$ cat src/sv/gsl_pkg.sv
// Shared types, register indexes and constants of the gimbal start-up and lock sequencer.
package gsl_pkg;

   // Configuration register indexes, in the order of the register map.
   localparam logic [2:0] REG_SEQUENCE_ENABLE = 3'd0;
   localparam logic [2:0] REG_MAX_ANGLE_ROLL  = 3'd1;
   localparam logic [2:0] REG_MAX_ANGLE_PITCH = 3'd2;
   localparam logic [2:0] REG_MAX_RATE_ROLL   = 3'd3;
   localparam logic [2:0] REG_MAX_RATE_PITCH  = 3'd4;
   localparam logic [2:0] REG_DAMPING_ROLL    = 3'd5;
   localparam logic [2:0] REG_DAMPING_PITCH   = 3'd6;

   localparam int CSR_INDEX_W = 3;
   localparam int CSR_DATA_W  = 16;

   // Sequencer modes.
   localparam logic [2:0] MODE_WAIT       = 3'd0;
   localparam logic [2:0] MODE_ROLL_RIGHT = 3'd1;
   localparam logic [2:0] MODE_ROLL_LEFT  = 3'd2;
   localparam logic [2:0] MODE_PITCH_UP   = 3'd3;
   localparam logic [2:0] MODE_PITCH_DOWN = 3'd4;
   localparam logic [2:0] MODE_RUNNING    = 3'd5;

   // Timing in microseconds and the test speed in 1/256 deg/s (100 deg/s).
   localparam logic [31:0]        POWERUP_US = 32'd7000000;
   localparam logic [31:0]        TEST_US    = 32'd1000000;
   localparam logic signed [19:0] TEST_SPEED = 20'sd25600;

   typedef struct packed {
      logic        sequence_enable;
      logic [14:0] max_angle_roll;
      logic [14:0] max_angle_pitch;
      logic [10:0] max_rate_roll;
      logic [10:0] max_rate_pitch;
      logic [15:0] damping_roll;
      logic [15:0] damping_pitch;
   } cfg_type;

   // Decision of the sequencer for one update.
   typedef struct packed {
      logic [2:0]         mode;
      logic               drive_locked;
      logic               speed_valid;
      logic               phase_valid;
      logic               use_scaled;
      logic signed [19:0] test_roll;
      logic signed [19:0] test_pitch;
   } cmd_type;

endpackage

$ cat src/sv/gsl_csr.sv
// Configuration register file of the gimbal start-up and lock sequencer.
module gsl_csr (
   input  logic                          clock,
   input  logic                          reset,
   input  logic                          csr_write,
   input  logic [gsl_pkg::CSR_INDEX_W-1:0] csr_index,
   input  logic [gsl_pkg::CSR_DATA_W-1:0]  csr_data,
   output gsl_pkg::cfg_type              cfg
);
   import gsl_pkg::*;

   cfg_type cfg_ff;
   cfg_type cfg_in;

   always_comb begin
      cfg_in = cfg_ff;
      if (csr_write) begin
         case (csr_index)
            REG_SEQUENCE_ENABLE: cfg_in.sequence_enable = csr_data[0];
            REG_MAX_ANGLE_ROLL:  cfg_in.max_angle_roll  = csr_data[14:0];
            REG_MAX_ANGLE_PITCH: cfg_in.max_angle_pitch = csr_data[14:0];
            REG_MAX_RATE_ROLL:   cfg_in.max_rate_roll   = csr_data[10:0];
            REG_MAX_RATE_PITCH:  cfg_in.max_rate_pitch  = csr_data[10:0];
            REG_DAMPING_ROLL:    cfg_in.damping_roll    = csr_data;
            REG_DAMPING_PITCH:   cfg_in.damping_pitch   = csr_data;
            default:             cfg_in = cfg_ff;
         endcase
      end
   end

   always_ff @(posedge clock) begin
      if (reset) begin
         cfg_ff.sequence_enable <= 1'b0;
         cfg_ff.max_angle_roll  <= 15'd4500;
         cfg_ff.max_angle_pitch <= 15'd4500;
         cfg_ff.max_rate_roll   <= 11'd100;
         cfg_ff.max_rate_pitch  <= 11'd100;
         cfg_ff.damping_roll    <= 16'd0;
         cfg_ff.damping_pitch   <= 16'd0;
      end else begin
         cfg_ff <= cfg_in;
      end
   end

   assign cfg = cfg_ff;

endmodule

$ cat src/sv/gsl_math.sv
// Tilt limit test, speed scaling and gyro damping products of the sequencer.
module gsl_math (
   input  gsl_pkg::cfg_type    cfg,
   input  logic signed [15:0]  camera_roll,
   input  logic signed [15:0]  camera_pitch,
   input  logic signed [15:0]  camera_declination,
   input  logic signed [15:0]  demand_roll,
   input  logic signed [15:0]  demand_pitch,
   input  logic signed [15:0]  gyro_roll,
   input  logic signed [15:0]  gyro_pitch,
   output logic                lock_hit,
   output logic signed [19:0]  speed_roll,
   output logic signed [19:0]  speed_pitch,
   output logic signed [27:0]  phase_roll,
   output logic signed [27:0]  phase_pitch
);
   import gsl_pkg::*;

   logic signed [16:0] roll_ext;
   logic signed [16:0] pitch_ext;
   logic signed [16:0] decl_ext;
   logic signed [16:0] err_pitch;
   logic [16:0]        abs_roll;
   logic [16:0]        abs_pitch;
   logic [16:0]        abs_err;

   logic signed [27:0] prod_speed_roll;
   logic signed [27:0] prod_speed_pitch;
   logic signed [27:0] sum_speed_roll;
   logic signed [27:0] sum_speed_pitch;
   logic signed [32:0] prod_phase_roll;
   logic signed [32:0] prod_phase_pitch;
   logic signed [32:0] sum_phase_roll;
   logic signed [32:0] sum_phase_pitch;

   // Limit test on magnitudes; the error term is one bit wider than the angles.
   assign roll_ext  = 17'(camera_roll);
   assign pitch_ext = 17'(camera_pitch);
   assign decl_ext  = 17'(camera_declination);
   assign err_pitch = pitch_ext - decl_ext;

   assign abs_roll  = roll_ext[16]  ? 17'(-roll_ext)  : 17'(roll_ext);
   assign abs_pitch = pitch_ext[16] ? 17'(-pitch_ext) : 17'(pitch_ext);
   assign abs_err   = err_pitch[16] ? 17'(-err_pitch) : 17'(err_pitch);

   assign lock_hit = (abs_roll  > {2'b00, cfg.max_angle_roll})
                  || (abs_pitch > {2'b00, cfg.max_angle_pitch})
                  || (abs_err   > {2'b00, cfg.max_angle_pitch});

   // Speed: demand (Q1.15) times deg/s, rounded half up to 1/256 deg/s.
   assign prod_speed_roll  = 28'(demand_roll)  * 28'($signed({1'b0, cfg.max_rate_roll}));
   assign prod_speed_pitch = 28'(demand_pitch) * 28'($signed({1'b0, cfg.max_rate_pitch}));
   assign sum_speed_roll   = prod_speed_roll  + 28'sd64;
   assign sum_speed_pitch  = prod_speed_pitch + 28'sd64;
   assign speed_roll       = sum_speed_roll[26:7];
   assign speed_pitch      = sum_speed_pitch[26:7];

   // Phase lag: negated gyro times Q8.8 damping, rounded half up to 1/256 deg.
   assign prod_phase_roll  = 33'(gyro_roll)  * 33'($signed({1'b0, cfg.damping_roll}));
   assign prod_phase_pitch = 33'(gyro_pitch) * 33'($signed({1'b0, cfg.damping_pitch}));
   assign sum_phase_roll   = 33'sd8 - prod_phase_roll;
   assign sum_phase_pitch  = 33'sd8 - prod_phase_pitch;
   assign phase_roll       = sum_phase_roll[31:4];
   assign phase_pitch      = sum_phase_pitch[31:4];

endmodule

$ cat src/sv/gsl_seq.sv
// Mode sequencer: power-up wait, four test moves if the sequence is enabled, then running with tilt lock.
module gsl_seq (
   input  logic              clock,
   input  logic              reset,
   input  logic              fire,
   input  logic              sequence_enable,
   input  logic [31:0]       time_us,
   input  logic              lock_hit,
   output gsl_pkg::cmd_type  cmd
);
   import gsl_pkg::*;

   logic [2:0]  mode_ff;
   logic [2:0]  mode_in;
   logic [31:0] start_ff;
   logic [31:0] start_in;
   logic        lock_ff;
   logic        lock_in;
   logic [31:0] elapsed;

   // Elapsed time wraps with the timestamp.
   assign elapsed = time_us - start_ff;

   always_comb begin
      mode_in        = mode_ff;
      start_in       = start_ff;
      lock_in        = lock_ff;
      cmd.speed_valid = 1'b0;
      cmd.phase_valid = 1'b0;
      cmd.use_scaled  = 1'b0;
      cmd.test_roll   = '0;
      cmd.test_pitch  = '0;
      case (mode_ff)
         MODE_WAIT: begin
            if (elapsed > POWERUP_US) begin
               mode_in         = sequence_enable ? MODE_ROLL_RIGHT : MODE_RUNNING;
               start_in        = time_us;
               lock_in         = 1'b0;
               cmd.phase_valid = 1'b1;
            end
         end
         MODE_ROLL_RIGHT, MODE_ROLL_LEFT, MODE_PITCH_UP, MODE_PITCH_DOWN: begin
            if (elapsed > TEST_US) begin
               mode_in  = mode_ff + 3'd1;
               start_in = time_us;
            end else begin
               cmd.speed_valid = 1'b1;
               if (mode_ff == MODE_ROLL_RIGHT) begin
                  cmd.test_roll = TEST_SPEED;
               end else if (mode_ff == MODE_ROLL_LEFT) begin
                  cmd.test_roll = -TEST_SPEED;
               end else if (mode_ff == MODE_PITCH_UP) begin
                  cmd.test_pitch = TEST_SPEED;
               end else begin
                  cmd.test_pitch = -TEST_SPEED;
               end
            end
         end
         default: begin
            // Running; the unused codes behave the same way.
            mode_in         = MODE_RUNNING;
            lock_in         = lock_hit;
            cmd.speed_valid = !lock_hit;
            cmd.phase_valid = !lock_hit;
            cmd.use_scaled  = !lock_hit;
         end
      endcase
      cmd.mode         = mode_in;
      cmd.drive_locked = lock_in;
   end

   always_ff @(posedge clock) begin
      if (reset) begin
         mode_ff  <= MODE_WAIT;
         start_ff <= '0;
         lock_ff  <= 1'b0;
      end else if (fire) begin
         mode_ff  <= mode_in;
         start_ff <= start_in;
         lock_ff  <= lock_in;
      end
   end

endmodule

$ cat src/sv/gimbal_startup_and_lock_sequencer.sv
// Top level of the gimbal start-up and lock sequencer.
//
//   channel  ports   direction  handshake        carries
//   request  req_*   in         valid / stall    one control update
//   response rsp_*   out        valid / stall    one command result per update
//   config   csr_*   in         write enable     one register write
//
// An update is taken into an input register, its command is worked out from
// there and written to the result register, which drives the response; a
// stalled response can keep the update waiting in the input register. One
// update per cycle is sustained while the response is not stalled.
// The rate is set by the single pass from input register to result register,
// where the mode sequencer state is updated as the result is written.
// Reset is synchronous and active high; it clears the mode, the mode start
// time, the lock flag, both valid flags and loads the register defaults.
// A stalled response holds the result register and any item in the input
// register; the request side is stalled only while the input register holds
// an item that cannot move on.
module gimbal_startup_and_lock_sequencer (
   input  logic                            clock,
   input  logic                            reset,
   // Request channel.
   input  logic                            req_valid,
   output logic                            req_stall,
   input  logic [31:0]                     req_time_us,
   input  logic signed [15:0]              req_camera_roll,
   input  logic signed [15:0]              req_camera_pitch,
   input  logic signed [15:0]              req_camera_declination,
   input  logic signed [15:0]              req_demand_roll,
   input  logic signed [15:0]              req_demand_pitch,
   input  logic signed [15:0]              req_gyro_roll,
   input  logic signed [15:0]              req_gyro_pitch,
   // Response channel.
   output logic                            rsp_valid,
   input  logic                            rsp_stall,
   output logic [2:0]                      rsp_mode,
   output logic                            rsp_drive_locked,
   output logic                            rsp_speed_valid,
   output logic signed [19:0]              rsp_speed_roll,
   output logic signed [19:0]              rsp_speed_pitch,
   output logic                            rsp_phase_valid,
   output logic signed [27:0]              rsp_phase_roll,
   output logic signed [27:0]              rsp_phase_pitch,
   // Configuration port.
   input  logic                            csr_write,
   input  logic [gsl_pkg::CSR_INDEX_W-1:0] csr_index,
   input  logic [gsl_pkg::CSR_DATA_W-1:0]  csr_data
);
   import gsl_pkg::*;

   cfg_type cfg;
   cmd_type cmd;

   // Input register.
   logic               in_valid_ff;
   logic               in_valid_in;
   logic [31:0]        in_time_ff;
   logic signed [15:0] in_cam_roll_ff;
   logic signed [15:0] in_cam_pitch_ff;
   logic signed [15:0] in_cam_decl_ff;
   logic signed [15:0] in_dem_roll_ff;
   logic signed [15:0] in_dem_pitch_ff;
   logic signed [15:0] in_gyro_roll_ff;
   logic signed [15:0] in_gyro_pitch_ff;

   // Result register.
   logic               out_valid_ff;
   logic               out_valid_in;
   logic [2:0]         out_mode_ff;
   logic               out_locked_ff;
   logic               out_speed_valid_ff;
   logic signed [19:0] out_speed_roll_ff;
   logic signed [19:0] out_speed_pitch_ff;
   logic               out_phase_valid_ff;
   logic signed [27:0] out_phase_roll_ff;
   logic signed [27:0] out_phase_pitch_ff;
   logic signed [19:0] out_speed_roll_in;
   logic signed [19:0] out_speed_pitch_in;
   logic signed [27:0] out_phase_roll_in;
   logic signed [27:0] out_phase_pitch_in;

   logic               advance;
   logic               fire;
   logic               take;
   logic               lock_hit;
   logic signed [19:0] speed_roll;
   logic signed [19:0] speed_pitch;
   logic signed [27:0] phase_roll;
   logic signed [27:0] phase_pitch;

   // The result register can take a new result when it is empty or being drained.
   assign advance   = !out_valid_ff || !rsp_stall;
   assign fire      = in_valid_ff && advance;
   assign req_stall = in_valid_ff && !advance;
   assign take      = req_valid && !req_stall;

   assign in_valid_in  = take || (in_valid_ff && !advance);
   assign out_valid_in = fire || (out_valid_ff && rsp_stall);

   gsl_csr u_csr (
      .clock     (clock),
      .reset     (reset),
      .csr_write (csr_write),
      .csr_index (csr_index),
      .csr_data  (csr_data),
      .cfg       (cfg)
   );

   gsl_math u_math (
      .cfg                (cfg),
      .camera_roll        (in_cam_roll_ff),
      .camera_pitch       (in_cam_pitch_ff),
      .camera_declination (in_cam_decl_ff),
      .demand_roll        (in_dem_roll_ff),
      .demand_pitch       (in_dem_pitch_ff),
      .gyro_roll          (in_gyro_roll_ff),
      .gyro_pitch         (in_gyro_pitch_ff),
      .lock_hit           (lock_hit),
      .speed_roll         (speed_roll),
      .speed_pitch        (speed_pitch),
      .phase_roll         (phase_roll),
      .phase_pitch        (phase_pitch)
   );

   // The sequencer state moves on only when the result is written.
   gsl_seq u_seq (
      .clock           (clock),
      .reset           (reset),
      .fire            (fire),
      .sequence_enable (cfg.sequence_enable),
      .time_us         (in_time_ff),
      .lock_hit        (lock_hit),
      .cmd             (cmd)
   );

   // Speeds are either the fixed test speeds or the scaled demands; phase lags
   // are zero when leaving the power-up wait and the damped gyro rates when running.
   always_comb begin
      out_speed_roll_in  = '0;
      out_speed_pitch_in = '0;
      out_phase_roll_in  = '0;
      out_phase_pitch_in = '0;
      if (cmd.speed_valid) begin
         out_speed_roll_in  = cmd.use_scaled ? speed_roll  : cmd.test_roll;
         out_speed_pitch_in = cmd.use_scaled ? speed_pitch : cmd.test_pitch;
      end
      if (cmd.phase_valid && cmd.use_scaled) begin
         out_phase_roll_in  = phase_roll;
         out_phase_pitch_in = phase_pitch;
      end
   end

   always_ff @(posedge clock) begin
      if (reset) begin
         in_valid_ff  <= 1'b0;
         out_valid_ff <= 1'b0;
      end else begin
         in_valid_ff  <= in_valid_in;
         out_valid_ff <= out_valid_in;
      end
   end

   always_ff @(posedge clock) begin
      if (take) begin
         in_time_ff       <= req_time_us;
         in_cam_roll_ff   <= req_camera_roll;
         in_cam_pitch_ff  <= req_camera_pitch;
         in_cam_decl_ff   <= req_camera_declination;
         in_dem_roll_ff   <= req_demand_roll;
         in_dem_pitch_ff  <= req_demand_pitch;
         in_gyro_roll_ff  <= req_gyro_roll;
         in_gyro_pitch_ff <= req_gyro_pitch;
      end
   end

   always_ff @(posedge clock) begin
      if (fire) begin
         out_mode_ff        <= cmd.mode;
         out_locked_ff      <= cmd.drive_locked;
         out_speed_valid_ff <= cmd.speed_valid;
         out_speed_roll_ff  <= out_speed_roll_in;
         out_speed_pitch_ff <= out_speed_pitch_in;
         out_phase_valid_ff <= cmd.phase_valid;
         out_phase_roll_ff  <= out_phase_roll_in;
         out_phase_pitch_ff <= out_phase_pitch_in;
      end
   end

   assign rsp_valid        = out_valid_ff;
   assign rsp_mode         = out_mode_ff;
   assign rsp_drive_locked = out_locked_ff;
   assign rsp_speed_valid  = out_speed_valid_ff;
   assign rsp_speed_roll   = out_speed_roll_ff;
   assign rsp_speed_pitch  = out_speed_pitch_ff;
   assign rsp_phase_valid  = out_phase_valid_ff;
   assign rsp_phase_roll   = out_phase_roll_ff;
   assign rsp_phase_pitch  = out_phase_pitch_ff;

`ifndef SYNTHESIS
   // Speeds and phase lags are both commanded only while running unlocked.
   assert property (@(posedge clock) disable iff (reset)
      rsp_valid && rsp_speed_valid && rsp_phase_valid
         |-> rsp_mode == MODE_RUNNING && !rsp_drive_locked)
      else $error("speed and phase commanded outside unlocked running");

   // A locked drive never comes with a command.
   assert property (@(posedge clock) disable iff (reset)
      rsp_valid && rsp_drive_locked |-> !rsp_speed_valid && !rsp_phase_valid)
      else $error("command issued while the drive is locked");

   // The lock can only be set in running mode.
   assert property (@(posedge clock) disable iff (reset)
      rsp_valid && rsp_mode != MODE_RUNNING |-> !rsp_drive_locked)
      else $error("drive locked outside running mode");

   // The request side is held off only while the input register is full and blocked.
   assert property (@(posedge clock) disable iff (reset)
      req_stall |-> in_valid_ff && out_valid_ff && rsp_stall)
      else $error("request stalled without a blocked input register");
`endif

endmodule

$ cat config.mk
export PLATFORM = sky130hd
export DESIGN_NAME = gimbal_startup_and_lock_sequencer
export DESIGN_NICKNAME = d
export VERILOG_FILES = /design/src/sv/gsl_pkg.sv /design/src/sv/gsl_csr.sv /design/src/sv/gsl_math.sv /design/src/sv/gsl_seq.sv /design/src/sv/gimbal_startup_and_lock_sequencer.sv
export SDC_FILE = /design/constraint.sdc
export NUM_CORES = 2
export LEC_CHECK = 0
export BUFFER_PORTS_ARGS = -buffer_cell sky130_fd_sc_hd__buf_2
export CAP_MARGIN = 5
export CORE_ASPECT_RATIO = 1.75
export CORE_UTILIZATION = 45
export DETAILED_ROUTE_END_ITERATION = 10
export GPL_TIMING_DRIVEN = 1
export HOLD_SLACK_MARGIN = 0.02
export PLACE_DENSITY = 0.69
export RECOVER_POWER = 50
export SYNTH_ARGS = -nofsm -noshare
export SYNTH_HDL_FRONTEND = slang
export SYNTH_SLANG_ARGS = --single-unit
$ cat constraint.sdc
create_clock -name clock -period 11.88 [get_ports clock]
set_clock_uncertainty 0.2 [all_clocks]
set_input_delay 1.188 -clock clock [delete_from_list [all_inputs] [get_ports clock]]
set_output_delay 1.188 -clock clock [all_outputs]
set_load 0.01 [all_outputs]
## Word-level counts from Yosys, hierarchy flattened

Cells that the tools add are included.

| operators by class | value |
|---|---|
| add/subtract/negate cells | 10 |
| $mul | 4 |
| order comparisons | 5 |
| equal/unequal tests | 12 |
| mux-type cells | 26 |
| reductions and logical operators | 28 |

Operator list:

| kind | number |
|---|---|
| 20-bit 2-to-1 mux | 7 |
| 40-bit 2-to-1 mux | 2 |
| 16-bit by 17-bit multiplier with 32-bit output | 2 |
| 32-bit 2-to-1 mux | 2 |
| 32-bit one-hot mux with 2 select lines | 1 |
| 5-bit by 32-bit subtractor with 32-bit output (first input constant) | 2 |
| 27-bit by 8-bit adder with 27-bit output (second input constant) | 2 |
| 16-bit by 12-bit multiplier with 27-bit output | 2 |
| 17-bit by 15-bit greater-than comparator with 1-bit output | 3 |
| 17-bit 2-to-1 mux | 3 |
| 16-bit negation with 17-bit output | 2 |
| 32-bit by 20-bit greater-than comparator with 1-bit output (second input constant) | 1 |
| 32-bit by 23-bit greater-than comparator with 1-bit output (second input constant) | 1 |
| 32-bit subtractor | 1 |
| 17-bit negation | 1 |
| 16-bit by 16-bit subtractor with 17-bit output | 1 |
| 2-bit AND reduction | 7 |
| 3-bit by 2-bit == test with 1-bit output (second input constant) | 4 |
| 3-bit == test (second input constant) | 4 |
| 3-bit 2-to-1 mux | 3 |
| 3-bit by 1-bit == test with 1-bit output (second input constant) | 2 |
| 3-bit zero test | 2 |
| 1-bit one-hot mux with 2 select lines | 3 |
| 3-bit one-hot mux with 2 select lines | 1 |
| other kinds (10) | 26 |

| word-level totals | value |
|---|---|
| flip-flop bits (word level) | 369 |
| input port bits | 168 |

## Longest topological paths before layout

| depth | value |
|---|---|
| depth after elaboration | 8 |
| gate-level depth with buffers | 27 |
| mapped depth without buffers | 26 |

## Cells and area by module

Synthesis repeated with hierarchy kept, for this count alone.

| second synthesis, totals | value |
|---|---|
| cell total of the unflattened synthesis | 5216 |
| area, all modules | 49799.0 um^2 |

Modules (own cells, without submodules):

| module | times used | cells each | area an instance (um^2) |
|---|---|---|---|
| gsl_math | 1 | 3900 | 33196.8 |
| gimbal_startup_and_lock_sequencer | 1 | 413 | 8653.3 |
| gsl_seq | 1 | 591 | 4561.9 |
| gsl_csr | 1 | 312 | 3387.0 |

## Least setup slack after synthesis

OpenSTA, ideal clock, no wires.

| path | value |
|---|---|
| kind | input to register |
| start | input port rsp_stall |
| end | register in_cam_decl_ff[0] (enable) |
| setup time | 0.665 ns |
| arrival time | 7.735 ns |
| required time | 11.015 ns |
| setup slack | 3.280 ns |
| stages | 2 |
| buffers on the path | 0 |
| cells stage by stage | and3_1 -> nor2b_1 |

| on the way | value |
|---|---|
| cells in the longest elaborated chain, start to end | 6 |

RTL lines:

| item | RTL line | source |
|---|---|---|
| start: declaration | gimbal_startup_and_lock_sequencer.sv:35 | `input logic rsp_stall,` |
| 1-bit zero test | gimbal_startup_and_lock_sequencer.sv:92 | `assign advance = !out_valid_ff \|\| !rsp_stall;` |
| 1-bit logical OR | gimbal_startup_and_lock_sequencer.sv:92 |  |
| 1-bit zero test | gimbal_startup_and_lock_sequencer.sv:94 | `assign req_stall = in_valid_ff && !advance;` |
| 1-bit logical AND | gimbal_startup_and_lock_sequencer.sv:94 |  |
| 1-bit zero test | gimbal_startup_and_lock_sequencer.sv:95 | `assign take = req_valid && !req_stall;` |
| 1-bit logical AND | gimbal_startup_and_lock_sequencer.sv:95 |  |
| named net take | gimbal_startup_and_lock_sequencer.sv:84 | `logic take;` |
| end signal: assignment | gimbal_startup_and_lock_sequencer.sv:168 | `in_cam_decl_ff <= req_camera_declination;` |
| end: declaration | gimbal_startup_and_lock_sequencer.sv:60 | `logic signed [15:0] in_cam_decl_ff;` |

The timed path passes the listed nets, and every way through them passes these cells.
A chain may end at the register's enable or synchronous reset.

## Worst setup path in the final report

| path | value |
|---|---|
| start | input port rsp_stall |
| end | register in_gyro_pitch_ff[14] (enable) |

| on the way | value |
|---|---|
| cells in the longest elaborated chain, start to end | 6 |

RTL lines:

| item | RTL line | source |
|---|---|---|
| 1-bit zero test | gimbal_startup_and_lock_sequencer.sv:92 |  |
| 1-bit logical OR | gimbal_startup_and_lock_sequencer.sv:92 |  |
| 1-bit zero test | gimbal_startup_and_lock_sequencer.sv:94 |  |
| 1-bit logical AND | gimbal_startup_and_lock_sequencer.sv:94 |  |
| 1-bit zero test | gimbal_startup_and_lock_sequencer.sv:95 |  |
| 1-bit logical AND | gimbal_startup_and_lock_sequencer.sv:95 |  |
| named net take | gimbal_startup_and_lock_sequencer.sv:84 |  |
| end signal: assignment | gimbal_startup_and_lock_sequencer.sv:172 | `in_gyro_pitch_ff <= req_gyro_pitch;` |
| end: declaration | gimbal_startup_and_lock_sequencer.sv:64 | `logic signed [15:0] in_gyro_pitch_ff;` |

The timed path passes the listed nets, and every way through them passes these cells.

==> results.txt <==
Worst-Margin Slew: 8.907 ns
clk root buf: clkbuf_16
Area growth syn-to-layout: 7.957%
Post-Syn Area: 0.04851 mm²
VDD IR max: 0.0001326 V
Crit path required time: 11.64 ns
period utilisation layout: 68.53%
clk_lat worst skew: 0.63 ns
Peak Freq: 122.8 MHz
Via-to-Cell Ratio: 5.260
worst hold slack: 0.2605 ns
final-report setup violation count: 0
routability cong.: 0.9035
CTS buffer count: 43
first drt pass iteration count: 6
Seq cells post-synth: 369
leakage power: 25.02 nW
hpwl dp: 100.6 mm
GRT Util Overall: 23.53%
Crit Path Class: primary input to flip-flop
Non-Filler Instances: 6807
min-delay worst type: flip-flop to flip-flop
Initial DRC Count: 1656
Die Height: 436.3 µm
min cycle time layout: 8.142 ns
Synth area leader: fa_1
Place WS: 4.404 ns
Avg WL per Cell: 18.44 µm
setup TNS: 0 ns
prevailing post-synth register cell: edfxtp_1
Synth async-reset ratio: 0%
Mapped Nets: 6628
post-route ant nets: 0
Gate Count Post-Synth: 5258
number of synthesized flops with an enable pin: 246
worst setup margin: 3.738 ns
global-route wire length before repair: 200.5 mm
antenna violations before repair: 18
max-cap violation count: 4
vias in the first global route: 38750
hold path depth: 2
Routed Wire Length: 125.5 mm
DRC: 0
crit start category: primary input
Reg2Reg Depth: 3
Core Area: 0.1070 mm²
status: complete, but fails checks
Cells after DPL: 6723
CTS HTree Levels: 2
share of cells above drive strength 1: 6.367%
Slew Limit Fails: 313
total congestion overflow: 0
row count: 159
power density over cell area: 109.2 mW/mm²
cells taking the most area after synthesis: fa_1 (30%), edfxtp_1 (15%), ha_1 (13%), inv_1 (9.0%), and2_1 (5.4%)
IO Count: 272
RSZ-0062 raised after global routing: false
worst-path maximum fanout: 144
final net count: 6770
R2R Setup Slk: 4.05 ns
Avg Synthesized Cell Area: 9.226 µm²
final hold vios: 0
setup bufs post-CTS: 0
crit path DAT: 7.90 ns
share of Yosys cell area claimed by the top area cell type: 29.55%
synth unique cells: 89
CTS tree: done
Die Wd: 250.2 µm
Seq/Total Area, Yosys: 20.30%
via count: 35810
# clock sinks: 369
die area: 0.1092 mm²
post-CTS resize count: 0
Initial Utilization: 45.32%
Longest Clk Path Bufs: 3
fill cell count: 10060
cts hold-fix bufs: 0
PortBufs: 271
violated checks: max-capacitance violations, max-slew violations
Worst Setup End Kind: flip-flop
largest net degree at the start of global routing: 145
relative slew slack: -493.8%
Syn. warnings: 0
Reg clk slew, reported paths: 0.06 ns
==> Yosys cell counts (all sizes together), types with 13 or more instances <==
library cell  number
a211o             15
a211oi            13
a21o              49
a21oi            189
a31oi             21
and2             421
and3              19
buf               17
clkbuf           173
dfxtp            123
edfxtp           246
fa               716
ha               486
inv             1167
mux2i             37
nand2            663
nand2b            28
nand3             35
nand3b            14
nand4             23
nor2             206
nor2b             69
nor3              59
nor4              16
o21a              31
o21ai             81
o31ai             14
or3               14
xnor2            107
xor2              56
==> metal layers <==
| metal | global-route usage [%] | vias to the layer above | routed length [µm] | part of all wire (%) |
|---|---|---|---|---|
| li1 | - | 16610 | - | - |
| met1 | 24.42 | 17900 | 44320 | 35 |
| met2 | 45.88 | 944 | 68820 | 55 |
| met3 | 3.079 | 327 | 6068 | 4.8 |
| met4 | 11.05 | 28 | 6147 | 4.9 |
| met5 | 0 | - | 177 | 0.14 |
==> placed cells by master, fill, tap and decap left out, drive strengths merged, types with 10 or more instances in the layout <==
| master | count |
|---|---|
| a211o | 15 |
| a211oi | 13 |
| a21o | 49 |
| a21oi | 189 |
| a31oi | 21 |
| and2 | 421 |
| and3 | 19 |
| buf | 235 |
| clkbuf | 105 |
| clkinv | 10 |
| dfxtp | 123 |
| edfxtp | 246 |
| fa | 716 |
| ha | 486 |
| inv | 1177 |
| mux2i | 37 |
| nand2 | 663 |
| nand2b | 28 |
| nand3 | 35 |
| nand3b | 14 |
| nand4 | 23 |
| nor2 | 206 |
| nor2b | 69 |
| nor3 | 59 |
| nor4 | 16 |
| o21a | 31 |
| o21ai | 81 |
| o31ai | 14 |
| or3 | 14 |
| xnor2 | 107 |
| xor2 | 56 |
==> worst max-delay path, stage by stage <==
cell and delay, ns:
buf_2 0.11, and3_1 0.19, nor2b_4 0.11, clkbuf_1 6.16
==> area by class of cell <==
| class | count | area, µm² | area share [%] |
|---|---|---|---|
| antenna | 5 | 12.51 | 0.02389 |
| tap | 1368 | 1712 | 3.269 |
| clock buffer | 53 | 1197 | 2.287 |
| multi-input combinational | 3531 | 33520 | 64.01 |
| inverter | 1168 | 4385 | 8.374 |
| timing repair buffer | 287 | 1401 | 2.676 |
| clock inverter | 26 | 289.0 | 0.5519 |
| sequential | 369 | 9849 | 18.81 |
==> worst paths after layout <==
kind / from / end
min: u_csr.cfg[78]$_SDFFE_PP0P_ / u_csr.cfg[78]$_SDFFE_PP0P_
max: rsp_stall / in_gyro_pitch_ff[14]$_DFFE_PP_
min reg2reg: u_csr.cfg[78]$_SDFFE_PP0P_ / u_csr.cfg[78]$_SDFFE_PP0P_
max reg2reg: in_valid_ff$_SDFF_PP0_ / in_gyro_pitch_ff[14]$_DFFE_PP_
==> power breakdown <==
part | switching (mW) | internal, mW | leakage [nW]
Clock | 0.636 | 0.799 | 0.727
Combinational | 1.57 | 1.17 | 20.8
Sequential | 0.101 | 1.44 | 3.45
==> through the flow <==
stage	util (%)	total power, mW	instance area, µm²
global placement	47.62	4.246	50960
global route	48.92	6.178	52360
floorplan	-	3.615	48510
CTS	49.00	5.789	52450
detailed placement	47.62	4.313	50960
finish	48.93	5.721	52370
==> registers in the layout (all words and copies together), names as in the netlist, 16 cells and up <==
name,cells
in_cam_decl_ff,16
in_cam_pitch_ff,16
in_cam_roll_ff,16
in_dem_pitch_ff,16
in_dem_roll_ff,16
in_gyro_pitch_ff,16
in_gyro_roll_ff,16
in_time_ff,32
rsp_phase_pitch,28
rsp_phase_roll,28
rsp_speed_pitch,20
rsp_speed_roll,20
u_csr.cfg,85
u_seq.start_ff,32
==> cell families after synthesis <==
| logic type | after synthesis | share of synthesized area (%) |
|---|---|---|
| buffers and inverters | 1358 | 10.61 |
| muxes | 37 | 0.7635 |
| AOI/OAI and AO/OA | 522 | 6.995 |
| and+or+nand+nor | 1607 | 16.30 |
| xor gates and xnor gates | 163 | 2.943 |
| adders and majority gates | 1202 | 42.09 |
| DFF | 369 | 20.30 |
Note: power is estimated with default switching activity, not from simulation.
